`config.mk`:
```
export PLATFORM = sky130hd
export DESIGN_NAME = cat_command_frame_encoder
export DESIGN_NICKNAME = d
export VERILOG_FILES = /design/src/hdl/ccfe_pkg.sv /design/src/hdl/ccfe_front.sv /design/src/hdl/ccfe_fifo.sv /design/src/hdl/ccfe_bcd.sv /design/src/hdl/ccfe_emit.sv /design/src/hdl/cat_command_frame_encoder.sv
export VERILOG_INCLUDE_DIRS = /design/src /design/src/hdl
export SDC_FILE = /design/constraint.sdc
export NUM_CORES = 1
export LEC_CHECK = 0
export BUFFER_PORTS_ARGS = -buffer_cell sky130_fd_sc_hd__buf_2
export CAP_MARGIN = 20
export CORE_MARGIN = 4
export CORE_UTILIZATION = 35
export CTS_CLUSTER_DIAMETER = 30
export DETAILED_ROUTE_END_ITERATION = 6
export GPL_TIMING_DRIVEN = 0
export PLACE_DENSITY = 0.61
export SETUP_SLACK_MARGIN = 0.15
export SLEW_MARGIN = 40
export SYNTH_ARGS = -nofsm -noshare
export SYNTH_HDL_FRONTEND = slang
export SYNTH_SLANG_ARGS = --single-unit
```
`constraint.sdc`:
```
create_clock -name i_clk -period 6.13 [get_ports i_clk]
set_clock_uncertainty 0.2 [all_clocks]
set_input_delay 1.839 -clock i_clk [delete_from_list [all_inputs] [get_ports i_clk]]
set_output_delay 1.839 -clock i_clk [all_outputs]
set_load 0.01 [all_outputs]
```
`src/hdl/cat_command_frame_encoder_macros.svh`:
```
// Assertion helpers shared by the encoder's modules.
`ifndef CAT_COMMAND_FRAME_ENCODER_MACROS_SVH
`define CAT_COMMAND_FRAME_ENCODER_MACROS_SVH

// Same-cycle implication, off while reset is asserted.
`define CCFE_ASSERT_NOW(label, clk, rst_n, ante, cons, msg) \
    label: assert property (@(posedge clk) disable iff (!(rst_n)) (ante) |-> (cons)) \
        else $error(msg);

// Next-cycle implication, off while reset is asserted.
`define CCFE_ASSERT_NEXT(label, clk, rst_n, ante, cons, msg) \
    label: assert property (@(posedge clk) disable iff (!(rst_n)) (ante) |=> (cons)) \
        else $error(msg);

`endif

```
`src/hdl/ccfe_pkg.sv`:
```
package ccfe_pkg;

    localparam int KindW   = 3;
    localparam int FreqW   = 30;
    localparam int ByteW   = 8;

    // Command kinds
    localparam logic [KindW-1:0] KindCtrlOn  = 3'd0;
    localparam logic [KindW-1:0] KindCtrlOff = 3'd1;
    localparam logic [KindW-1:0] KindSatOn   = 3'd2;
    localparam logic [KindW-1:0] KindSatOff  = 3'd3;
    localparam logic [KindW-1:0] KindRxFreq  = 3'd4;
    localparam logic [KindW-1:0] KindTxFreq  = 3'd5;

    // Opcode bytes, sent last in each frame
    localparam logic [ByteW-1:0] OpCtrlOn  = 8'h00;
    localparam logic [ByteW-1:0] OpCtrlOff = 8'h80;
    localparam logic [ByteW-1:0] OpSatOn   = 8'h4e;
    localparam logic [ByteW-1:0] OpSatOff  = 8'h8e;
    localparam logic [ByteW-1:0] OpRxFreq  = 8'h11;
    localparam logic [ByteW-1:0] OpTxFreq  = 8'h21;

    localparam logic [FreqW-1:0] FreqMaxHz   = 30'd999999994;
    localparam logic [FreqW-1:0] FreqRoundHz = 30'd5;

    // Binary to BCD: nine digits cover any value below 10^9
    localparam int BcdDigits   = 9;
    localparam int BcdW        = 4 * BcdDigits;
    localparam int FrameBcdW   = 32;
    localparam int BitsPerStep = 6;
    localparam int DabbleSteps = FreqW / BitsPerStep;
    localparam int StepW       = $clog2(DabbleSteps);

    // Frame sequencing
    localparam int FrameLen = 5;
    localparam int IdxW     = $clog2(FrameLen);
    localparam logic [IdxW-1:0] FrameLastIdx = IdxW'(FrameLen - 1);

    localparam int CmdQueueDepth = 4;

    typedef struct packed {
        logic [FreqW-1:0] value;
        logic [ByteW-1:0] opcode;
    } t_cmd;

    typedef struct packed {
        logic [FrameBcdW-1:0] bcd;
        logic [ByteW-1:0]     opcode;
    } t_frame;

    // One shift-and-add-3 step, taking in one bit of the binary value
    function automatic logic [BcdW-1:0] dabble_bit(input logic [BcdW-1:0] bcd,
                                                    input logic bin_bit);
        logic [BcdW-1:0] adj;
        adj = bcd;
        for (int d = 0; d < BcdDigits; d++) begin
            if (adj[4*d +: 4] >= 4'd5) begin
                adj[4*d +: 4] = adj[4*d +: 4] + 4'd3;
            end
        end
        return {adj[BcdW-2:0], bin_bit};
    endfunction

endpackage

```
`src/hdl/ccfe_front.sv`:
```
module ccfe_front (
    input  logic [ccfe_pkg::KindW-1:0] i_kind,
    input  logic [ccfe_pkg::FreqW-1:0] i_frequency_hz,
    input  logic                       i_push,
    input  logic                       i_queue_full,
    output logic                       o_full,
    output logic                       o_wr,
    output ccfe_pkg::t_cmd             o_cmd
);

    logic                       is_freq;
    logic                       kind_ok;
    logic [ccfe_pkg::FreqW-1:0] sat_hz;

    assign is_freq = (i_kind == ccfe_pkg::KindRxFreq) || (i_kind == ccfe_pkg::KindTxFreq);
    assign kind_ok = (i_kind <= ccfe_pkg::KindTxFreq);
    assign sat_hz  = (i_frequency_hz > ccfe_pkg::FreqMaxHz) ? ccfe_pkg::FreqMaxHz
                                                             : i_frequency_hz;

    assign o_full = i_queue_full;
    // Drop unused kinds: accepted but never queued
    assign o_wr   = i_push && !i_queue_full && kind_ok;

    // Adding half a step makes the top eight digits the rounded value
    always_comb begin
        o_cmd.value = is_freq ? (sat_hz + ccfe_pkg::FreqRoundHz) : '0;
        case (i_kind)
            ccfe_pkg::KindCtrlOn:  o_cmd.opcode = ccfe_pkg::OpCtrlOn;
            ccfe_pkg::KindCtrlOff: o_cmd.opcode = ccfe_pkg::OpCtrlOff;
            ccfe_pkg::KindSatOn:   o_cmd.opcode = ccfe_pkg::OpSatOn;
            ccfe_pkg::KindSatOff:  o_cmd.opcode = ccfe_pkg::OpSatOff;
            ccfe_pkg::KindRxFreq:  o_cmd.opcode = ccfe_pkg::OpRxFreq;
            ccfe_pkg::KindTxFreq:  o_cmd.opcode = ccfe_pkg::OpTxFreq;
            default:               o_cmd.opcode = ccfe_pkg::OpCtrlOn;
        endcase
    end

endmodule

```
`src/hdl/ccfe_fifo.sv`:
```
`include "cat_command_frame_encoder_macros.svh"

module ccfe_fifo #(
    parameter int DEPTH = ccfe_pkg::CmdQueueDepth
) (
    input  logic           i_clk,
    input  logic           i_rst_n,
    input  logic           i_wr,
    input  ccfe_pkg::t_cmd i_cmd,
    input  logic           i_rd,
    output logic           o_full,
    output logic           o_empty,
    output ccfe_pkg::t_cmd o_cmd
);

    localparam int PtrW = (DEPTH > 1) ? $clog2(DEPTH) : 1;
    localparam int CntW = $clog2(DEPTH + 1);
    localparam logic [PtrW-1:0] PtrLast = PtrW'(DEPTH - 1);
    localparam logic [CntW-1:0] CntFull = CntW'(DEPTH);

    ccfe_pkg::t_cmd  r_mem [DEPTH];
    logic [PtrW-1:0] r_wr_ptr, n_wr_ptr;
    logic [PtrW-1:0] r_rd_ptr, n_rd_ptr;
    logic [CntW-1:0] r_count;

    assign o_full   = (r_count == CntFull);
    assign o_empty  = (r_count == '0);
    assign o_cmd    = r_mem[r_rd_ptr];
    assign n_wr_ptr = (r_wr_ptr == PtrLast) ? '0 : r_wr_ptr + 1'b1;
    assign n_rd_ptr = (r_rd_ptr == PtrLast) ? '0 : r_rd_ptr + 1'b1;

    always_ff @(posedge i_clk) begin
        if (i_wr) begin
            r_mem[r_wr_ptr] <= i_cmd;
        end
    end

    always_ff @(posedge i_clk) begin
        if (!i_rst_n) begin
            r_wr_ptr <= '0;
            r_rd_ptr <= '0;
            r_count  <= '0;
        end else begin
            if (i_wr) begin
                r_wr_ptr <= n_wr_ptr;
            end
            if (i_rd) begin
                r_rd_ptr <= n_rd_ptr;
            end
            if (i_wr && !i_rd) begin
                r_count <= r_count + 1'b1;
            end else if (i_rd && !i_wr) begin
                r_count <= r_count - 1'b1;
            end
        end
    end

    `CCFE_ASSERT_NOW(a_no_overflow, i_clk, i_rst_n, i_wr, !o_full, "queue written while full")
    `CCFE_ASSERT_NOW(a_no_underflow, i_clk, i_rst_n, i_rd, !o_empty, "queue read while empty")

endmodule

```
`src/hdl/ccfe_bcd.sv`:
```
`include "cat_command_frame_encoder_macros.svh"

module ccfe_bcd (
    input  logic             i_clk,
    input  logic             i_rst_n,
    input  logic             i_empty,
    input  ccfe_pkg::t_cmd   i_cmd,
    output logic             o_rd,
    output logic             o_res_valid,
    output ccfe_pkg::t_frame o_res,
    input  logic             i_take
);

    typedef enum logic {
        S_IDLE,
        S_CONV
    } t_state;

    t_state                         r_state;
    logic [ccfe_pkg::StepW-1:0]     r_step;
    logic [ccfe_pkg::FreqW-1:0]     r_bin;
    logic [ccfe_pkg::BcdW-1:0]      r_bcd, n_bcd;
    logic [ccfe_pkg::ByteW-1:0]     r_op;
    logic                           r_res_valid;
    ccfe_pkg::t_frame               r_res;
    logic                           last_step;
    logic                           finish;
    logic                           load;

    // Several dabble steps per cycle, top bits of the binary value first
    always_comb begin
        n_bcd = r_bcd;
        for (int i = 0; i < ccfe_pkg::BitsPerStep; i++) begin
            n_bcd = ccfe_pkg::dabble_bit(n_bcd, r_bin[ccfe_pkg::FreqW-1-i]);
        end
    end

    assign last_step = (r_state == S_CONV) &&
                       (r_step == ccfe_pkg::StepW'(ccfe_pkg::DabbleSteps - 1));
    assign finish    = last_step && (!r_res_valid || i_take);
    assign load      = ((r_state == S_IDLE) || finish) && !i_empty;

    assign o_rd        = load;
    assign o_res_valid = r_res_valid;
    assign o_res       = r_res;

    always_ff @(posedge i_clk) begin
        if (!i_rst_n) begin
            r_state     <= S_IDLE;
            r_step      <= '0;
            r_res_valid <= 1'b0;
        end else begin
            if (finish) begin
                r_res_valid  <= 1'b1;
                // Units digit dropped: the rest is the value in tens of hertz
                r_res.bcd    <= n_bcd[ccfe_pkg::BcdW-1 -: ccfe_pkg::FrameBcdW];
                r_res.opcode <= r_op;
            end else if (i_take) begin
                r_res_valid <= 1'b0;
            end

            if (load) begin
                r_state <= S_CONV;
                r_step  <= '0;
                r_bin   <= i_cmd.value;
                r_bcd   <= '0;
                r_op    <= i_cmd.opcode;
            end else if (finish) begin
                r_state <= S_IDLE;
            end else if ((r_state == S_CONV) && !last_step) begin
                r_step <= r_step + 1'b1;
                r_bin  <= r_bin << ccfe_pkg::BitsPerStep;
                r_bcd  <= n_bcd;
            end
        end
    end

    `CCFE_ASSERT_NEXT(a_res_held, i_clk, i_rst_n, r_res_valid && !i_take, r_res_valid && $stable(r_res), "pending frame lost or changed")

endmodule

```
`src/hdl/ccfe_emit.sv`:
```
`include "cat_command_frame_encoder_macros.svh"

module ccfe_emit (
    input  logic                       i_clk,
    input  logic                       i_rst_n,
    input  logic                       i_res_valid,
    input  ccfe_pkg::t_frame           i_res,
    output logic                       o_take,
    input  logic                       i_pop,
    output logic                       o_empty,
    output logic [ccfe_pkg::ByteW-1:0] o_frame_byte,
    output logic                       o_frame_last
);

    logic                      r_valid;
    logic [ccfe_pkg::IdxW-1:0] r_idx;
    ccfe_pkg::t_frame          r_frame;
    logic                      at_last;
    logic                      advance;

    assign at_last = (r_idx == ccfe_pkg::FrameLastIdx);
    assign advance = r_valid && i_pop;
    assign o_take  = i_res_valid && (!r_valid || (advance && at_last));

    assign o_empty      = !r_valid;
    assign o_frame_last = at_last;

    always_comb begin
        case (r_idx)
            3'd0:    o_frame_byte = r_frame.bcd[31:24];
            3'd1:    o_frame_byte = r_frame.bcd[23:16];
            3'd2:    o_frame_byte = r_frame.bcd[15:8];
            3'd3:    o_frame_byte = r_frame.bcd[7:0];
            default: o_frame_byte = r_frame.opcode;
        endcase
    end

    always_ff @(posedge i_clk) begin
        if (!i_rst_n) begin
            r_valid <= 1'b0;
            r_idx   <= '0;
        end else if (o_take) begin
            r_valid <= 1'b1;
            r_idx   <= '0;
            r_frame <= i_res;
        end else if (advance) begin
            if (at_last) begin
                r_valid <= 1'b0;
            end else begin
                r_idx <= r_idx + 1'b1;
            end
        end
    end

    `CCFE_ASSERT_NOW(a_idx_range, i_clk, i_rst_n, r_valid, r_idx <= ccfe_pkg::FrameLastIdx, "byte index past end of frame")
    `CCFE_ASSERT_NEXT(a_drain, i_clk, i_rst_n, advance && at_last && !i_res_valid, !r_valid, "frame output not released after last byte")

endmodule

```
`src/hdl/cat_command_frame_encoder.sv`:
```
// Channel   Direction  Handshake             Word
// command   in         i_push / o_full       i_kind, i_frequency_hz
// frame     out        o_empty / i_pop       o_frame_byte, o_frame_last
//
// The BCD converter works through a command six shift-and-add-3 steps a cycle
// over the 30-bit value. Frames then leave at one byte a cycle while i_pop is
// held, and the converter works on the next command while a frame's bytes go out.
// Reset (synchronous, active low) empties the queue and the output; no clearing pass.
// Either side may stall: the command queue and the pending-frame register absorb it.
module cat_command_frame_encoder #(
    parameter int QUEUE_DEPTH = ccfe_pkg::CmdQueueDepth
) (
    input  logic                       i_clk,
    input  logic                       i_rst_n,
    input  logic                       i_push,
    output logic                       o_full,
    input  logic [ccfe_pkg::KindW-1:0] i_kind,
    input  logic [ccfe_pkg::FreqW-1:0] i_frequency_hz,
    output logic                       o_empty,
    input  logic                       i_pop,
    output logic [ccfe_pkg::ByteW-1:0] o_frame_byte,
    output logic                       o_frame_last
);

    logic             q_full, q_empty, q_wr, q_rd;
    ccfe_pkg::t_cmd   wr_cmd, rd_cmd;
    logic             res_valid, res_take;
    ccfe_pkg::t_frame res;

    // Front: classify, saturate and pre-round; drop unused kinds
    ccfe_front u_front (
        .i_kind         (i_kind),
        .i_frequency_hz (i_frequency_hz),
        .i_push         (i_push),
        .i_queue_full   (q_full),
        .o_full         (o_full),
        .o_wr           (q_wr),
        .o_cmd          (wr_cmd)
    );

    // Hold classified commands so the front keeps accepting while the back works
    ccfe_fifo #(
        .DEPTH (QUEUE_DEPTH)
    ) u_fifo (
        .i_clk   (i_clk),
        .i_rst_n (i_rst_n),
        .i_wr    (q_wr),
        .i_cmd   (wr_cmd),
        .i_rd    (q_rd),
        .o_full  (q_full),
        .o_empty (q_empty),
        .o_cmd   (rd_cmd)
    );

    // Back, first half: binary to packed BCD, overlapped with the byte output
    ccfe_bcd u_bcd (
        .i_clk       (i_clk),
        .i_rst_n     (i_rst_n),
        .i_empty     (q_empty),
        .i_cmd       (rd_cmd),
        .o_rd        (q_rd),
        .o_res_valid (res_valid),
        .o_res       (res),
        .i_take      (res_take)
    );

    // Back, second half: advance through the five bytes on each pop
    ccfe_emit u_emit (
        .i_clk        (i_clk),
        .i_rst_n      (i_rst_n),
        .i_res_valid  (res_valid),
        .i_res        (res),
        .o_take       (res_take),
        .i_pop        (i_pop),
        .o_empty      (o_empty),
        .o_frame_byte (o_frame_byte),
        .o_frame_last (o_frame_last)
    );

endmodule
```
==> metrics.txt <==
crit path max fanout 6; Arr. time, crit path 5820 ps; initial antenna violation count 3; unrepaired setup endpoints after global routing yes; register area share after synthesis 46.5%; gr usage total 14.9%; top-level I/O count 48; Layout area overhead 17.7%; Mapped Area 0.0196 mm^2; final worst-path cycle share 93.4%; Die ar. 0.0599 mm^2; DPL Wire Length 33.6 mm; Hold Crit Class reg -> reg; Setup crit end kind flop; ys async rst share 0%; CP required 6230 ps; number of port buffers 47; Final ANT Viol Nets 0; multi-input logic area 0.0101 mm^2; Slew @ Worst Pin 773 ps; die height 245 um; Main synth FF type edfxtp_1; min cycle time layout 5730 ps; Hold Buf Count CTS 0; CP peak stage delay 490 ps; fmax 175 MHz; Final Util 41.8%; Clock Sinks 310; Cells after Synth 1864; endpoints failing hold 0; num rows 86; first-pass GRT wire length 74.5 mm; number of remaining DRC errors 0; number of synthesized register bits 310; Fill cells 5285; Synth cell types 120; FF/Latch Area 0.00913 mm^2; drt initial violations 1038; largest net degree at the start of global routing 36; most used cell, CP ha_1; syn_nets 1968; Yosys Warn Count 0; GPL Wtd Cong 0.870; root buf cell clkbuf_16; fin nets 2093; Post-synth EDFFs 292; die width 245 um; slowest CP cell edfxtp_1; CTS clk-pin slew, worst paths 50 ps; Slew headroom 48.5%; H-tree depth 2; Routed WL 46.2 mm; Clock Tree Buf Depth 3; synthesized area per cell 10.5 um^2; final setup fails 0; n_diodes 0; startpoint types flop; area of the core 0.0553 mm^2; vias 14981; max cap viols 0; grt ovf 0; Setup CP Type reg -> reg; status complete, no violations; Starting Density 35.5%; Num CTS Buffers 53; CTS tree yes; drt first pass iters 5; post-DR vias/cell 5.38; Slew Limit Fails 0; Skew-Pair Late Insertion Delay 570 ps; post-DR wirelength/cell 16.6 um; layout cells sized above 1 18.3%; vias in the first global route 14642
[cell families after synthesis]
group                      synth area share (%)
AOI/OAI and AO/OA                          18.8
xor gates and xnor gates                   2.63
adders and majority gates                  4.31
buffers and inverters                      3.35
DFF                                        46.5
muxes                                      8.22
and+or+nand+nor                            16.2
[sequential cells by signal, summed over array words and instances (netlist names), 2 cells and up, named ones only]
name,cells
u_bcd.r_step,3
u_bcd.r_bcd,36
u_emit.r_idx,3
u_bcd.o_res,38
u_fifo.r_rd_ptr,2
u_bcd.r_bin,30
u_fifo.r_count,3
u_bcd.r_op,6
u_fifo.r_mem,144
u_emit.r_frame,38
u_fifo.r_wr_ptr,2
[placed cells by master (no fill, tap or decap), types with 14 or more instances in the layout]
master and instances:
mux2_2 27, xnor2_1 29, xor2_1 20, o22ai_1 15
clkbuf_16 53, nor2_1 122, a211o_1 14, mux4_2 36
dfxtp_1 18, a31oi_1 20, ha_1 64, mux2i_1 38
buf_2 62, nor3_1 25, a21oi_1 108, nor2b_1 17
a211oi_1 26, inv_1 83, buf_4 14, o21a_1 25
and2_1 49, or3_1 22, and3_1 18, nand3_1 56
o21ai_0 79, nand2_1 223, edfxtp_1 292, nand2b_1 27
a22oi_1 15, clkbuf_1 48, o21ai_1 19, o211ai_1 23
[final timing paths]
check / startpoint / endpoint / slack (ps) / cells past startpoint
worst min-delay path: u_bcd.o_res[17] / u_emit.r_frame[17] / 220 / 0
worst min register to register: u_bcd.o_res[17] / u_emit.r_frame[17] / 220 / 0
worst max register to register: u_bcd.r_bcd[20] / u_bcd.r_bcd[33] / 400 / 25
worst max-delay path: u_bcd.r_bcd[20] / u_bcd.r_bcd[33] / 400 / 25
[stage by stage]
stage	hold slack [ps]	worst slack, ps	instances	setup TNS (ps)	instance area (um^2)
3_5_place_dp	205	-188	2668	-764	21000
5_1_grt	219	35.2	2782	0	23100
3_3_place_gp	201	-328	2659	-21900	20800
4_1_cts	216	160	2768	0	22800
6_report	215	404	2782	0	23100
2_1_floorplan	200	889	1864	0	19600
[Yosys cell counts (9+ instances only)]
cell | n | share of area (%)
nand4_1 | 10 | 0.32
nand2b_1 | 27 | 0.86
a21oi_1 | 113 | 2.9
nand3b_1 | 9 | 0.34
inv_1 | 83 | 1.6
a211o_1 | 15 | 0.67
clkbuf_1 | 41 | 0.78
a31oi_1 | 20 | 0.64
o22ai_1 | 16 | 0.51
mux4_2 | 36 | 4.1
edfxtp_1 | 292 | 45
nor2b_1 | 20 | 0.64
o211ai_1 | 23 | 0.88
nor2_1 | 124 | 2.4
or2_2 | 11 | 0.35
nand3_1 | 56 | 1.4
xor2_1 | 21 | 0.94
a21o_1 | 13 | 0.50
nor3_1 | 26 | 0.66
o211a_1 | 10 | 0.51
nand2_1 | 224 | 4.3
mux2_2 | 27 | 1.5
xnor2_1 | 31 | 1.4
and2_1 | 53 | 1.7
a22oi_1 | 15 | 0.57
and3_1 | 20 | 0.64
o21bai_1 | 10 | 0.38
or3_1 | 22 | 0.70
o21ai_0 | 79 | 2.0
o21ai_1 | 20 | 0.51
o21a_1 | 26 | 0.99
ha_1 | 66 | 4.2
buf_2 | 13 | 0.33
dfxtp_1 | 18 | 1.8
mux2i_1 | 39 | 2.0
a211oi_1 | 30 | 1.1
[layer usage]
| metal | part of all wire, % | up-vias | global-route usage [%] |
|---|---|---|---|
| met5 | 0.028 | - | 0 |
| met4 | 1.8 | 2 | 3.24 |
| met3 | 4.7 | 71 | 2.49 |
| met2 | 49 | 344 | 26.2 |
| met1 | 45 | 7207 | 19.3 |
| li1 | - | 7357 | - |
[worst max-delay path: cells and delay by family, from the launching register on]
kind                     cells  cell delay, ps
AO/OA/AOI/OAI                6            1140
XOR/XNOR                     3             580
adder cells (fa/ha/maj)      4             830
buffers and inverters        3             230
flip-flops                   1             490
AND/OR/NAND/NOR              9            2000
[cell type report]
class                           count  share of cell area, %
Multi-Input combinational cell   1399                   43.6
Timing Repair Buffer               70                   2.24
Tap cell                          748                   4.05
Sequential cell                   310                   39.5
Clock inverter                     38                   1.81
Buffer                             68                   1.46
Clock buffer                       62                   5.93
Inverter                           87                   1.41
[timing repair]
item,4_1_cts,5_1_grt
buffers inserted,0,13
resized for setup,3,37
pin swaps,0,8
setup endpoints to repair,4,38
Power is not shown: default switching activity piles up to over one toggle a cycle in this logic, so the estimate is an artifact.
